**src/rtl/stcl_pkg.sv**
```systemverilog
// ----------------------------------------------------------------------------
// stcl_pkg: shared types and constants for the sample-to-chunk lookup
// Table geometry, action and status codes, and controller/datapath bundles.
// ----------------------------------------------------------------------------
package stcl_pkg;

  localparam int MAX_RUNS = 256;
  localparam int IDX_W    = $clog2(MAX_RUNS);
  localparam int CNT_W    = $clog2(MAX_RUNS + 1);

  localparam int DIV_STEPS = 32;
  localparam int DIV_CNT_W = $clog2(DIV_STEPS + 1);

  typedef enum logic [1:0] {
    ACT_CLEAR  = 2'd0,
    ACT_APPEND = 2'd1,
    ACT_QUERY  = 2'd2,
    ACT_NOP    = 2'd3
  } action_e;

  typedef enum logic [1:0] {
    ST_OK    = 2'd0,
    ST_FULL  = 2'd1,
    ST_EMPTY = 2'd2,
    ST_BAD   = 2'd3
  } status_e;

  typedef struct packed {
    logic [31:0] first_chunk;
    logic [31:0] samples;
    logic [31:0] description;
    logic [31:0] start_sample;
  } entry_t;

  // controller -> datapath
  typedef struct packed {
    logic    load;       // capture request fields
    logic    cnt_clear;
    logic    rd_en;
    logic    rd_init;    // 1: read last entry, 0: read entry below scan pointer
    logic    wr_en;      // append entry at run_count
    logic    div_start;
    logic    mul_en;
    logic    mul_query;  // 1: quotient * samples, 0: chunk delta * samples
    logic    res_load;
    logic    res_fields; // drive lookup fields, else zeros
    status_e status;
  } cmd_t;

  // datapath -> controller
  typedef struct packed {
    action_e action;
    logic    cnt_zero;
    logic    cnt_full;
    logic    fc_zero;
    logic    spc_zero;
    logic    fc_not_incr;
    logic    hit;
    logic    div_done;
  } sts_t;

endpackage

```
**src/rtl/stcl_ctrl.sv**
```systemverilog
// ----------------------------------------------------------------------------
// stcl_ctrl: request sequencer
// Decodes the action, walks the table from the top for queries and steps the
// append and lookup arithmetic.
// ----------------------------------------------------------------------------
module stcl_ctrl (
  input  logic           clk_i,
  input  logic           rst_ni,
  input  logic           start_i,
  input  stcl_pkg::sts_t sts_i,
  output stcl_pkg::cmd_t cmd_o,
  output logic           busy_o,
  output logic           done_o
);

  typedef enum logic [2:0] {
    S_IDLE,
    S_DECODE,
    S_AP_MUL,
    S_AP_WR,
    S_Q_SCAN,
    S_Q_DIV,
    S_Q_OUT
  } state_e;

  state_e state_q, state_d;
  logic   done_q;

  always_comb begin
    cmd_o   = '0;
    state_d = state_q;
    case (state_q)
      S_IDLE: begin
        if (start_i) begin
          cmd_o.load = 1'b1;
          state_d    = S_DECODE;
        end
      end
      S_DECODE: begin
        state_d        = S_IDLE;
        cmd_o.res_load = 1'b1;
        cmd_o.status   = stcl_pkg::ST_OK;
        case (sts_i.action)
          stcl_pkg::ACT_CLEAR: begin
            cmd_o.cnt_clear = 1'b1;
          end
          stcl_pkg::ACT_APPEND: begin
            if (sts_i.cnt_full) begin
              cmd_o.status = stcl_pkg::ST_FULL;
            end else if (sts_i.fc_zero || sts_i.spc_zero) begin
              cmd_o.status = stcl_pkg::ST_BAD;
            end else if (sts_i.cnt_zero) begin
              cmd_o.wr_en = 1'b1;
            end else begin
              cmd_o.res_load = 1'b0;
              cmd_o.rd_en    = 1'b1;
              cmd_o.rd_init  = 1'b1;
              state_d        = S_AP_MUL;
            end
          end
          stcl_pkg::ACT_QUERY: begin
            if (sts_i.cnt_zero) begin
              cmd_o.status = stcl_pkg::ST_EMPTY;
            end else begin
              cmd_o.res_load = 1'b0;
              cmd_o.rd_en    = 1'b1;
              cmd_o.rd_init  = 1'b1;
              state_d        = S_Q_SCAN;
            end
          end
          default: begin
          end
        endcase
      end
      S_AP_MUL: begin
        if (sts_i.fc_not_incr) begin
          cmd_o.res_load = 1'b1;
          cmd_o.status   = stcl_pkg::ST_BAD;
          state_d        = S_IDLE;
        end else begin
          cmd_o.mul_en = 1'b1;
          state_d      = S_AP_WR;
        end
      end
      S_AP_WR: begin
        cmd_o.wr_en    = 1'b1;
        cmd_o.res_load = 1'b1;
        cmd_o.status   = stcl_pkg::ST_OK;
        state_d        = S_IDLE;
      end
      S_Q_SCAN: begin
        // read data stays put on a hit and feeds the divider
        if (sts_i.hit) begin
          cmd_o.div_start = 1'b1;
          state_d         = S_Q_DIV;
        end else begin
          cmd_o.rd_en = 1'b1;
        end
      end
      S_Q_DIV: begin
        if (sts_i.div_done) begin
          cmd_o.mul_en    = 1'b1;
          cmd_o.mul_query = 1'b1;
          state_d         = S_Q_OUT;
        end
      end
      S_Q_OUT: begin
        cmd_o.mul_query  = 1'b1;
        cmd_o.res_load   = 1'b1;
        cmd_o.res_fields = 1'b1;
        cmd_o.status     = stcl_pkg::ST_OK;
        state_d          = S_IDLE;
      end
      default: begin
        state_d = S_IDLE;
      end
    endcase
  end

  always_ff @(posedge clk_i or negedge rst_ni) begin
    if (!rst_ni) begin
      state_q <= S_IDLE;
      done_q  <= 1'b0;
    end else begin
      state_q <= state_d;
      done_q  <= cmd_o.res_load;
    end
  end

  assign busy_o = (state_q != S_IDLE);
  assign done_o = done_q;

endmodule

```
**config.mk**
```make
export PLATFORM = sky130hd
export DESIGN_NAME = stcl_ctrl
export DESIGN_NICKNAME = d
export VERILOG_FILES = /design/src/rtl/stcl_pkg.sv /design/src/rtl/stcl_ctrl.sv
export SDC_FILE = /design/constraint.sdc
export NUM_CORES = 1
export LEC_CHECK = 0
export BUFFER_PORTS_ARGS = -buffer_cell sky130_fd_sc_hd__clkbuf_2
export CAP_MARGIN = 5
export CORE_AREA = 2 2 39 41
export CTS_BUF_LIST = sky130_fd_sc_hd__clkbuf_16
export CTS_CLUSTER_SIZE = 40
export DETAILED_ROUTE_END_ITERATION = 16
export DIE_AREA = 0 0 41 43
export PLACE_DENSITY_LB_ADDON = 0.3
export SLEW_MARGIN = 20
export SYNTH_ARGS = -nofsm -noshare
export SYNTH_HDL_FRONTEND = slang
export SYNTH_SLANG_ARGS = --single-unit
```
**constraint.sdc**
```tcl
create_clock -name clk_i -period 1.8 [get_ports clk_i]
set_clock_uncertainty 0.05 [all_clocks]
set_input_delay 0.36 -clock clk_i [delete_from_list [all_inputs] [get_ports clk_i]]
set_output_delay 0.36 -clock clk_i [all_outputs]
set_load 0.02 [all_outputs]
```
==> results.md, run 1 <==
* Leak at 0.000559 uW
* Residual DRC at 0
* Die Ht at 43 microns
* Die Wd at 41 microns
* Crit share post-route at 110%
* Initial antenna violation count at 0
* Critical path type: reg2out
* Row cnt at 14
* Final wirelength at 2170 microns
* Status: finished with violations
* Max Cap Viol at 0
* Synth area leader: dfrtp_1
* CTS tree: built
* Post-synth EDFFs at 0
* Critical path capture point type: output pin
* Startpoint types: flip-flop
* Critical path data required time at 1390 ps
* Initial DRC count at 14
* Synth area leaders: dfrtp_1 21%, ha_1 7.9%, a21oi_1 7.3%
* Setup-failing EPs final at 12
* Die area at 1760 sq um
* Max-slew violation count at 0
* Failing checks: setup timing
* Synth top area share at 21.0%
* Sequential share of the synthesized area at 21.0%
* Mean Syn Cell Area at 7.57 sq um
* Worst rel slew slack at 81.8%
* # port buffers at 25
* RSZ-0062 raised after global routing: yes
* Initial Utilization at 34.4%
* Detail Route Antenna Nets at 0
* Fin worst setup slack at -185 ps
* Critical Path Start: state_q[1]$_DFFE_PN0P_
* Final std cells w/o fill at 134
* Vias in the first global route at 680
* Fin nets at 135
* Arrival @ worst endpoint at 1570 ps
* Placed cell count at 117
* Setup TNS at -1270 ps
* # diodes at 0
* DRT Pass-1 Iters at 4
* Slew @ Worst Pin at 272 ps
* Synth Instances at 63
* CTS root buf: clkbuf_16
* Yosys reg bits at 4
* I/O pin total at 26
* Wire length per cell at 16.2 microns
* Yosys cell types at 28
* P&R area growth vs syn at 143%
* Core area at 1380 sq um
* HPWL Detailed at 1140 microns
* Hold Crit Start: start_i
* FFs w/ async S/R, synth at 100%
* R2R Path Start: state_q[1]$_DFFE_PN0P_
* Synth Warn # at 0
* Layout cells sized above 1 at 78.8%
* DR vias/cell at 5.34
* Fmax at 0.504 GHz
* Crit Path Max Fanout at 3
* Final hold vios at 0
* Fillcell total at 80
* Clock latency at the later pin of the worst-skew pair at 220 ps
* Post-Syn Area at 477 sq um
* Tot GR Track Use at 23.3%
* Minimum clock period at 1980 ps
* First-pass GRT wire length at 2840 microns
* Total gr overflow at 0
* Gpl congestion at 0.852
* Clock Pin Slew Worst Setup and Hold Paths at 30 ps
* Num CTS Buffers at 3
* VDD IR max at 1300 uV
* Vias at 715
* Hold/Removal Path Class: in2reg
* Commonest cells in the synthesized netlist: 7 x a21oi_1, 7 x inv_1, 6 x nor2_1, 6 x o21ai_0, 4 x dfrtp_1
* Clock Tree Buf Depth at 2
* Tot Pwr at 1690 uW
* Pwr dens at 1460 nW/um^2
* Largest net degree at the start of global routing at 11
* CTS Sinks at 4
* CTS H-tree depth at 1
* Syn nets at 78
* Synth Flop Type: dfrtp_1
final timing paths:
path,end,slack (ps),cells past startpoint
worst min-delay path,state_q[1]$_DFFE_PN0P_,410,3
min in group asynchronous,done_o$_DFF_PN0_,430,2
worst max-delay path,cmd_o[0],-180,4
worst max register to register,state_q[1]$_DFFE_PN0P_,160,6
worst min register to register,state_q[1]$_DFFE_PN0P_,710,3
max in group asynchronous,state_q[0]$_DFFE_PN0P_,1130,2
registers in the layout (all words and copies together), names as in the netlist:
name,flops
state_q,3
done_o,1
layout by cell type, fill, tap and decap left out, types with 2 or more instances in the layout:
cell type and instances:
mux2i_1 2, nand2_1 2, buf_4 25, a31o_2 2
o21ai_0 2, inv_2 2, dfrtp_2 3, clkbuf_2 13
a21oi_2 4, o21ai_2 2, inv_4 2, clkbuf_16 3
nor2_1 5, buf_2 4, nor4b_4 2, buf_6 10
nor3_1 2, ha_4 3, a21oi_1 2, inv_1 3
per-layer routing:
metal  vias up  part of all wire (%)  wire length (microns)  track usage (%)
met5         -                     0                      0                0
met4         0                   1.1                     23             6.00
met3         2                   4.3                     94             3.14
met2        25                    58                   1270             42.5
met1       350                    36                    788             26.0
li1        338                     -                      -                -
area by class of cell:
type / count / area [sq um] / share of cell area, %
Multi-Input combinational cell: 48 / 497 / 42.9
Timing Repair Buffer: 55 / 424 / 36.6
Sequential cell: 4 / 104 / 8.96
Clock buffer: 3 / 75.1 / 6.48
Inverter: 8 / 38.8 / 3.35
Tap cell: 16 / 20.0 / 1.73
cell families after synthesis:
kind of cell	count (synthesis)	share of synthesized area, %
AO/OA/AOI/OAI	18	22.6
multiplexers	2	4.20
AND/OR/NAND/NOR	25	33.1
buffers and inverters	11	11.3
adder cells (fa/ha/maj)	3	7.87
flip-flops	4	21.0
power breakdown:
group          switching, uW  internal [uW]
sequential              81.6            138
combinational            553            572
clock                   59.2            284
worst max-delay path, stage by stage (launching register included):
cell and delay, ps:
dfrtp_2 420, buf_6 120, or4_4 520, a21oi_4 160, buf_8 120
metrics by stage:
step                      worst slack [ps]  util (%)  hold WS, ps  area [sq um]
after detailed placement              -336      53.9          121           746
after global placement                -315      53.9          117           746
final                                 -185      83.7          407          1160
after floorplan                       -118         -         14.4           502
after global routing                  -197      83.7          420          1160
after CTS                             -233      69.1          413           956
timing repair:
item	in CTS	in global routing
setup buffers	5	8
resized for setup	25	43
gates cloned	0	1
setup endpoints to repair	9	11
hold buffers	1	0
pin swaps	7	11
hold endpoints to repair	4	0
Power figures use the tool's default switching activity.
==> run 2: changes to the inputs <==
--- a/config.mk
+++ b/config.mk
@@ -5,6 +5,7 @@
 export SDC_FILE = /design/constraint.sdc
 export NUM_CORES = 1
 export LEC_CHECK = 0
+export ABC_AREA = 1
 export BUFFER_PORTS_ARGS = -buffer_cell sky130_fd_sc_hd__clkbuf_2
 export CAP_MARGIN = 5
 export CORE_AREA = 2 2 39 41
==> run 2 against run 1 <==
Compared with the run above: the flow now finishes without violations; routed wire length down 48%; fmax up 14%; count of clock-buffer cells in the layout unchanged; largest power group unchanged; register-to-register slack better by 480 ps; worst hold slack worse by 8.8 ps; clock power up 1%; critical endpoint is now cmd_o[8]; sequential share of layout area up 4.7 points.
==> results.md, run 2 <==
* Status: finished, final reports clean
* DR vias/cell at 4.53 (-15%)
* Synth area leaders: dfrtp_1 22%, nand2_1 13%, inv_1 12%
* Adder-Cell Fraction of Synth Area at 8.24% (+0.37 points)
* Synth Instances at 77 (+22%)
* Syn nets at 92 (+18%)
* Initial Utilization at 32.9% (-1.5 points)
* Largest net degree at the start of global routing at 7 (-4)
* Detail Route Antenna Nets at 0 (unchanged)
* Synth Area in Simple Gates at 43.4% (+10 points)
* Fillcell total at 141 (+76%)
* Final wirelength at 1120 microns (-48%)
* Largest register by flop count: state_q
* Setup-failing EPs final at 0 (-12)
* Multi-input logic area at 312 sq um (-37%)
* Top-count cell post-synth: nand2_1
* WP depth at 6 (+2)
* Sw frac at 44.3% (+3.2 points)
* I/O pin total at 26 (unchanged)
* Sequential share of the synthesized area at 22.0% (+0.98 points)
* Pint at 637 uW (-36%)
* # diodes at 0 (unchanged)
* CTS Sinks at 4 (unchanged)
* Layout cells sized above 1 at 42.1% (-37 points)
* Commonest non-fill, non-tap cell in the layout: clkbuf_2
* Mux cell area share after synthesis at 0% (-4.2 points)
* Arrival @ worst endpoint at 1330 ps (-240 ps)
* # port buffers at 25 (unchanged)
* Synth Warn # at 0 (unchanged)
* Die Ht at 43 microns (unchanged)
* Critical path type: reg2out
* Combinational group share of total power at 53.9% (-13 points)
* Wire length per cell at 9.11 microns (-44%)
* HPWL Detailed at 862 microns (-25%)
* Vias at 557 (-22%)
* Register area at 101 sq um (-2.4%)
* Slowest-stage cell, CP: dfrtp_1
* Mean Syn Cell Area at 5.91 sq um (-22%)
* Hold path depth at 4 (+1)
* Most frequent cells in the layout: 19 x clkbuf_2, 16 x nand2_1, 15 x inv_1, 12 x nor2_1, 4 x inv_2
* Leak at 0.000432 uW (-23%)
* Pwr dens at 1550 nW/um^2 (+6.3%)
* CTS H-tree depth at 1 (unchanged)
* First-pass GRT wire length at 1750 microns (-39%)
* Sequential Power Share at 15.8% (+2.8 points)
* Final hold vios at 0 (unchanged)
* Post-Syn Area at 455 sq um (-4.5%)
* Worst rel slew slack at 82.5% (+0.76 points)
* CTS root buf: clkbuf_16
* Die area at 1760 sq um (unchanged)
* Largest register FFs at 3 (unchanged)
* Vias in the first global route at 449 (-34%)
* CP cell instances: inv_2, nand3_4, nor2_4, nand3_2, nand2_1, buf_6
* Clock latency at the later pin of the worst-skew pair at 230 ps (about the same)
* Clock Tree Buf Depth at 2 (unchanged)
* Commonest cells in the synthesized netlist: 16 x nand2_1, 15 x inv_1, 13 x nor2_1
* Core area at 1380 sq um (unchanged)
* Initial antenna violation count at 0 (unchanged)
* Hold slack at 399 ps (-8.81 ps)
* Synth Flop Type: dfrtp_1
* Residual DRC at 0 (unchanged)
* Largest family of logic cells by synthesized area: simple AND/OR/NAND/NOR gates
* Clock Pin Slew Worst Setup and Hold Paths at 30 ps (about the same)
* Startpoint types: flip-flop
* Finished Cell Area at 739 sq um (-36%)
* Max-slew violation count at 0 (unchanged)
* Post-Synth XOR/XNOR Area at 0% (unchanged)
* Minimum clock period at 1740 ps (-241 ps)
* Fmax at 0.574 GHz (+14%)
* Worst R2R Path Depth at 5 (-1)
* P&R area growth vs syn at 62.4%
* Tot GR Track Use at 15.7% (-7.6 points)
* Yosys reg bits at 4 (unchanged)
* Clock power frac at 30.3% (+10 points)
* Post-synth EDFFs at 0 (unchanged)
* DRT Pass-1 Iters at 3 (-1)
* Sw Pwr at 507 uW (-27%)
* Synth top area share at 22.0% (+0.98 points)
* Hold/Removal Path Class: in2reg
* Max Cap Viol at 0 (unchanged)
* RSZ-0062 raised after global routing: yes
* Crit Path Max Fanout at 5 (+2)
* VDD IR max at 425 uV (-67%)
* Die Wd at 41 microns (unchanged)
* Top Family by Delay on Critical Path: simple AND/OR/NAND/NOR gates
* FFs w/ async S/R, synth at 100% (unchanged)
* Gpl congestion at 0.710 (-17%)
* Num CTS Buffers at 3 (unchanged)
* Row cnt at 14 (unchanged)
* Crit share post-route at 96.8% (-13 points)
* Setup TNS at 0 ps (+1270 ps)
* Critical path data required time at 1390 ps (about the same)
* Total gr overflow at 0 (unchanged)
* Slew @ Worst Pin at 260 ps (-11.7 ps)
* Synth area leader: dfrtp_1
* Worst path max stage delay at 410 ps (-110 ps)
* Yosys cell types at 17 (-39%)
* Synth Area in Compound Gates at 10.7% (-12 points)
* Cell Area, Placed at 601 sq um (-19%)
* Fin nets at 124 (-8.1%)
* CTS tree: built
* Worst path bufs/invs at 2 (unchanged)
* Initial DRC count at 11 (-3)
* Critical path capture point type: output pin
-- run 2: cell count changes in the layout (fill, tap and decap cells not counted), sizes merged, moves of 5 or more --
cell / delta
buf: -33
nand2: +14
inv: +12
nor2: +8
nand3: +6
clkbuf: +5
-- run 2: per-stage QoR --
step | total power (uW) | utilization (%) | std cells | worst slack [ps]
global route | 1230 | 53.4 | 123 | -18.4
detailed placement | 729 | 43.4 | 118 | 50.8
global placement | 727 | 43.4 | 118 | 62.4
finish | 1140 | 53.4 | 123 | 56.7
floorplan | 575 | - | 77 | 167
CTS | 1090 | 49.5 | 122 | 7.36
-- run 2: cells by family (layout without fill, tap and decap cells) --
group | Yosys count | after routing
DFF | 4 | 4
adders and majority gates | 3 | 3
buffers and inverters | 19 | 49
and+or+nand+nor | 42 | 42
AOI/OAI and AO/OA | 9 | 9
-- run 2: path summary, 6_finish.rpt --
path / endpoint / start / slack [ps]
min in group asynchronous: state_q[1]$_DFFE_PN0P_ / rst_ni / 420
max in group asynchronous: state_q[0]$_DFFE_PN0P_ / rst_ni / 1150
max: cmd_o[8] / state_q[1]$_DFFE_PN0P_ / 60
min reg2reg: state_q[2]$_DFFE_PN0P_ / state_q[1]$_DFFE_PN0P_ / 500
min: state_q[0]$_DFFE_PN0P_ / sts_i[0] / 400
max reg2reg: state_q[1]$_DFFE_PN0P_ / state_q[1]$_DFFE_PN0P_ / 640
-- run 2: power groups by stage --
stage | Clock [uW] | Combinational (uW) | Sequential, uW
final | 347 | 617 | 180
after floorplan | 0 | 396 | 179
after global routing | 359 | 689 | 185
after CTS | 350 | 561 | 176
after global placement | 0 | 552 | 175
after detailed placement | 0 | 553 | 176
-- run 2: per-layer routing --
metal	track usage [%]	up-vias	wire, microns	share of wire, %
met4	16.0	0	53	4.7
met2	22.8	18	573	51
li1	-	296	-	-
met3	3.66	5	57	5.1
met1	16.7	238	436	39
met5	0	-	0	0
-- run 2: final cells by class --
type                            instances  area share, %
Multi-Input combinational cell         54           42.1
Inverter                               19           9.64
Sequential cell                         4           13.7
Timing Repair Buffer                   27           21.7
Clock buffer                            3           10.2
Tap cell                               16           2.71
-- run 2: worst register-to-register path, cell delays in order, from the launching register on --
cell and delay, ps:
dfrtp_1 410, inv_2 130, nand3_4 100, nor2_4 150
nand3_2 110, a21oi_2 140
-- run 2: repair_timing --
item / in CTS / in global routing
gates resized for setup: 0 / 19
setup endpoints to repair: 0 / 8
buffers inserted: 0 / 1
hold endpoints to repair: 4 / 0
hold buffers: 1 / 0
==> run 3: changes to the inputs <==
--- a/config.mk
+++ b/config.mk
@@ -8,11 +8,11 @@
 export ABC_AREA = 1
 export BUFFER_PORTS_ARGS = -buffer_cell sky130_fd_sc_hd__clkbuf_2
 export CAP_MARGIN = 5
-export CORE_AREA = 2 2 39 41
+export CORE_AREA = 5 5 42 44
 export CTS_BUF_LIST = sky130_fd_sc_hd__clkbuf_16
 export CTS_CLUSTER_SIZE = 40
 export DETAILED_ROUTE_END_ITERATION = 16
-export DIE_AREA = 0 0 41 43
+export DIE_AREA = 0 0 47 49
 export PLACE_DENSITY_LB_ADDON = 0.3
 export SLEW_MARGIN = 20
 export SYNTH_ARGS = -nofsm -noshare
==> run 3 against run 2 <==
Compared with the run above: sequential share of layout area down 0.58 points; critical path type unchanged; global-route usage down 5.0 points; cell area up 4.4%; sequential power about the same; via count up 0.72%; critical path depth unchanged; power up 3.8%; register-to-register slack got worse by 130 ps; flip-flop and latch count is the same; core utilization increased by 1.7 points.
==> results.md, run 3 (synthesized netlist as in run 2, its figures left out) <==
* Die area at 2300 sq um (+31%)
* # port buffers at 25 (unchanged)
* # diodes at 0 (unchanged)
* Hold path depth at 4 (unchanged)
* Fin worst setup slack at 16.5 ps (-40.3 ps)
* Core area at 1400 sq um (+1.3%)
* Initial DRC count at 4 (-7)
* Vias at 561 (+0.72%)
* Worst R2R Path Depth at 6 (+1)
* Pwr dens at 1540 nW/um^2 (-0.57%)
* Arrival @ worst endpoint at 1370 ps (+40 ps)
* Critical path capture point type: output pin
* Setup TNS at 0 ps (unchanged)
* Clock power frac at 29.4% (-0.9 points)
* Final hold vios at 0 (unchanged)
* Pint at 669 uW (+5.0%)
* Critical path data required time at 1390 ps (about the same)
* Combinational group share of total power at 55.3% (+1.4 points)
* Total gr overflow at 0 (unchanged)
* Commonest non-fill, non-tap cell in the layout: clkbuf_2
* Hold/Removal Path Class: in2reg
* Detail Route Antenna Nets at 0 (unchanged)
* Minimum clock period at 1780 ps (+40.3 ps)
* R2R Path Start: state_q[1]$_DFFE_PN0P_
* CTS tree: built
* Setup-failing EPs final at 0 (unchanged)
* Largest register by flop count: state_q
* CTS root buf: clkbuf_16
* Slew @ Worst Pin at 209 ps (-51.1 ps)
* DRT Pass-1 Iters at 4 (+1)
* First-pass GRT wire length at 1830 microns (+4.8%)
* Final wirelength at 1190 microns (+6.0%)
* Hold slack at 372 ps (-26.3 ps)
* Clock Tree Buf Depth at 2 (unchanged)
* Num CTS Buffers at 3 (unchanged)
* Crit share post-route at 99.1% (+2.2 points)
* Initial Utilization at 32.5% (-0.41 points)
* Tot Pwr at 1190 uW (+3.8%)
* Leak at 0.000449 uW (+4.1%)
* Clock Pin Slew Worst Setup and Hold Paths at 30 ps (about the same)
* Cell Area, Placed at 601 sq um (unchanged)
* Residual DRC at 0 (unchanged)
* Critical Path Start: state_q[1]$_DFFE_PN0P_
* Max Cap Viol at 0 (unchanged)
* Flop2flop setup slack at 510 ps (-130 ps)
* Wire length per cell at 9.42 microns (+3.5%)
* Layout cells sized above 1 at 45.5% (+3.4 points)
* VDD IR max at 717 uV (+68%)
* Sw Pwr at 519 uW (+2.3%)
* P&R area growth vs syn at 69.5%
* Finished Cell Area at 772 sq um (+4.4%)
* Min-Delay Endpoint: state_q[0]$_DFFE_PN0P_
* Crit Path Max Fanout at 5 (unchanged)
* RR Endpoint: state_q[1]$_DFFE_PN0P_
* RSZ-0062 raised after global routing: yes
* Max-slew violation count at 0 (unchanged)
* Sequential Power Share at 15.3% (-0.5 points)
* HPWL Detailed at 938 microns (+8.8%)
* I/O pin total at 26 (unchanged)
* Critical path type: reg2out
* Fmax at 0.561 GHz (-2.3%)
* Die Ht at 49 microns (+14%)
* Largest net degree at the start of global routing at 7 (unchanged)
* DR vias/cell at 4.45 (-1.7%)
* Gpl congestion at 0.774 (+9.0%)
* Startpoint types: flip-flop
* Die Wd at 47 microns (+15%)
* Sw frac at 43.7% (-0.66 points)
* Vias in the first global route at 491 (+9.4%)
* CTS H-tree depth at 1 (unchanged)
* Status: finished, final reports clean
* Largest register FFs at 3 (unchanged)
* Row cnt at 14 (unchanged)
* Placement Setup Slack at 52.4 ps (+1.61 ps)
* Clock latency at the later pin of the worst-skew pair at 230 ps (about the same)
* Initial antenna violation count at 0 (unchanged)
* Most frequent cells in the layout: 20 x clkbuf_2, 15 x nand2_1, 14 x inv_1, 12 x nor2_1, 5 x inv_2
* Worst rel slew slack at 86.0% (+3.4 points)
* Hold Crit Start: sts_i[0]
* Fin nets at 127 (+2.4%)
* Tot GR Track Use at 10.6% (-5.0 points)
* CTS Sinks at 4 (unchanged)
run 3: worst max-delay path: stages (launching register included):
cell and delay, ps:
dfrtp_1 410, inv_2 130, nand3_4 100, nor2_4 160, nand3_2 100, nand2_1 100
buf_6 130
run 3: cell type report:
class | instances | area [sq um]
sequential | 4 | 101
inverter | 19 | 71.3
multi-input combinational | 54 | 314
clock buffer | 3 | 75.1
timing repair buffer | 30 | 190
fill | 150 | 629
tap | 16 | 20.0
run 3: metal layers:
layer | routed length [microns] | part of all wire (%) | GRT usage (%) | vias to the layer above
li1 | - | - | - | 303
met1 | 460 | 39 | 11.5 | 239
met2 | 614 | 52 | 17.4 | 17
met3 | 93 | 7.8 | 3.69 | 2
met4 | 19 | 1.6 | 5.53 | 0
met5 | 0 | 0 | 0 | -
run 3: worst max path at each step:
| stage | slack, ps | end |
|---|---|---|
| floorplan | 170 | cmd_o[1] |
| global placement | 70 | cmd_o[1] |
| detailed placement | 50 | cmd_o[1] |
| CTS | 2 | cmd_o[3] |
| global route | -60 | cmd_o[8] |
| finish | 20 | cmd_o[8] |
run 3: power by group through the flow:
stage	Clock [uW]	Combinational [uW]	Sequential, uW
4_1_cts	353	561	177
2_1_floorplan	0	396	179
5_1_grt	356	727	191
3_5_place_dp	0	558	175
3_3_place_gp	0	558	177
6_report	349	657	182
run 3: timing repair:
action	4_1_cts	5_1_grt
hold endpoints to repair	4	0
hold buffers	1	0
buffers inserted	0	4
endpoints found under the setup margin	0	6
resized for setup	0	22
run 3: per-stage QoR:
step | std cells | util, %
finish | 126 | 55.1
detailed placement | 118 | 42.9
global route | 126 | 55.1
floorplan | 77 | -
CTS | 122 | 48.9
global placement | 118 | 42.9
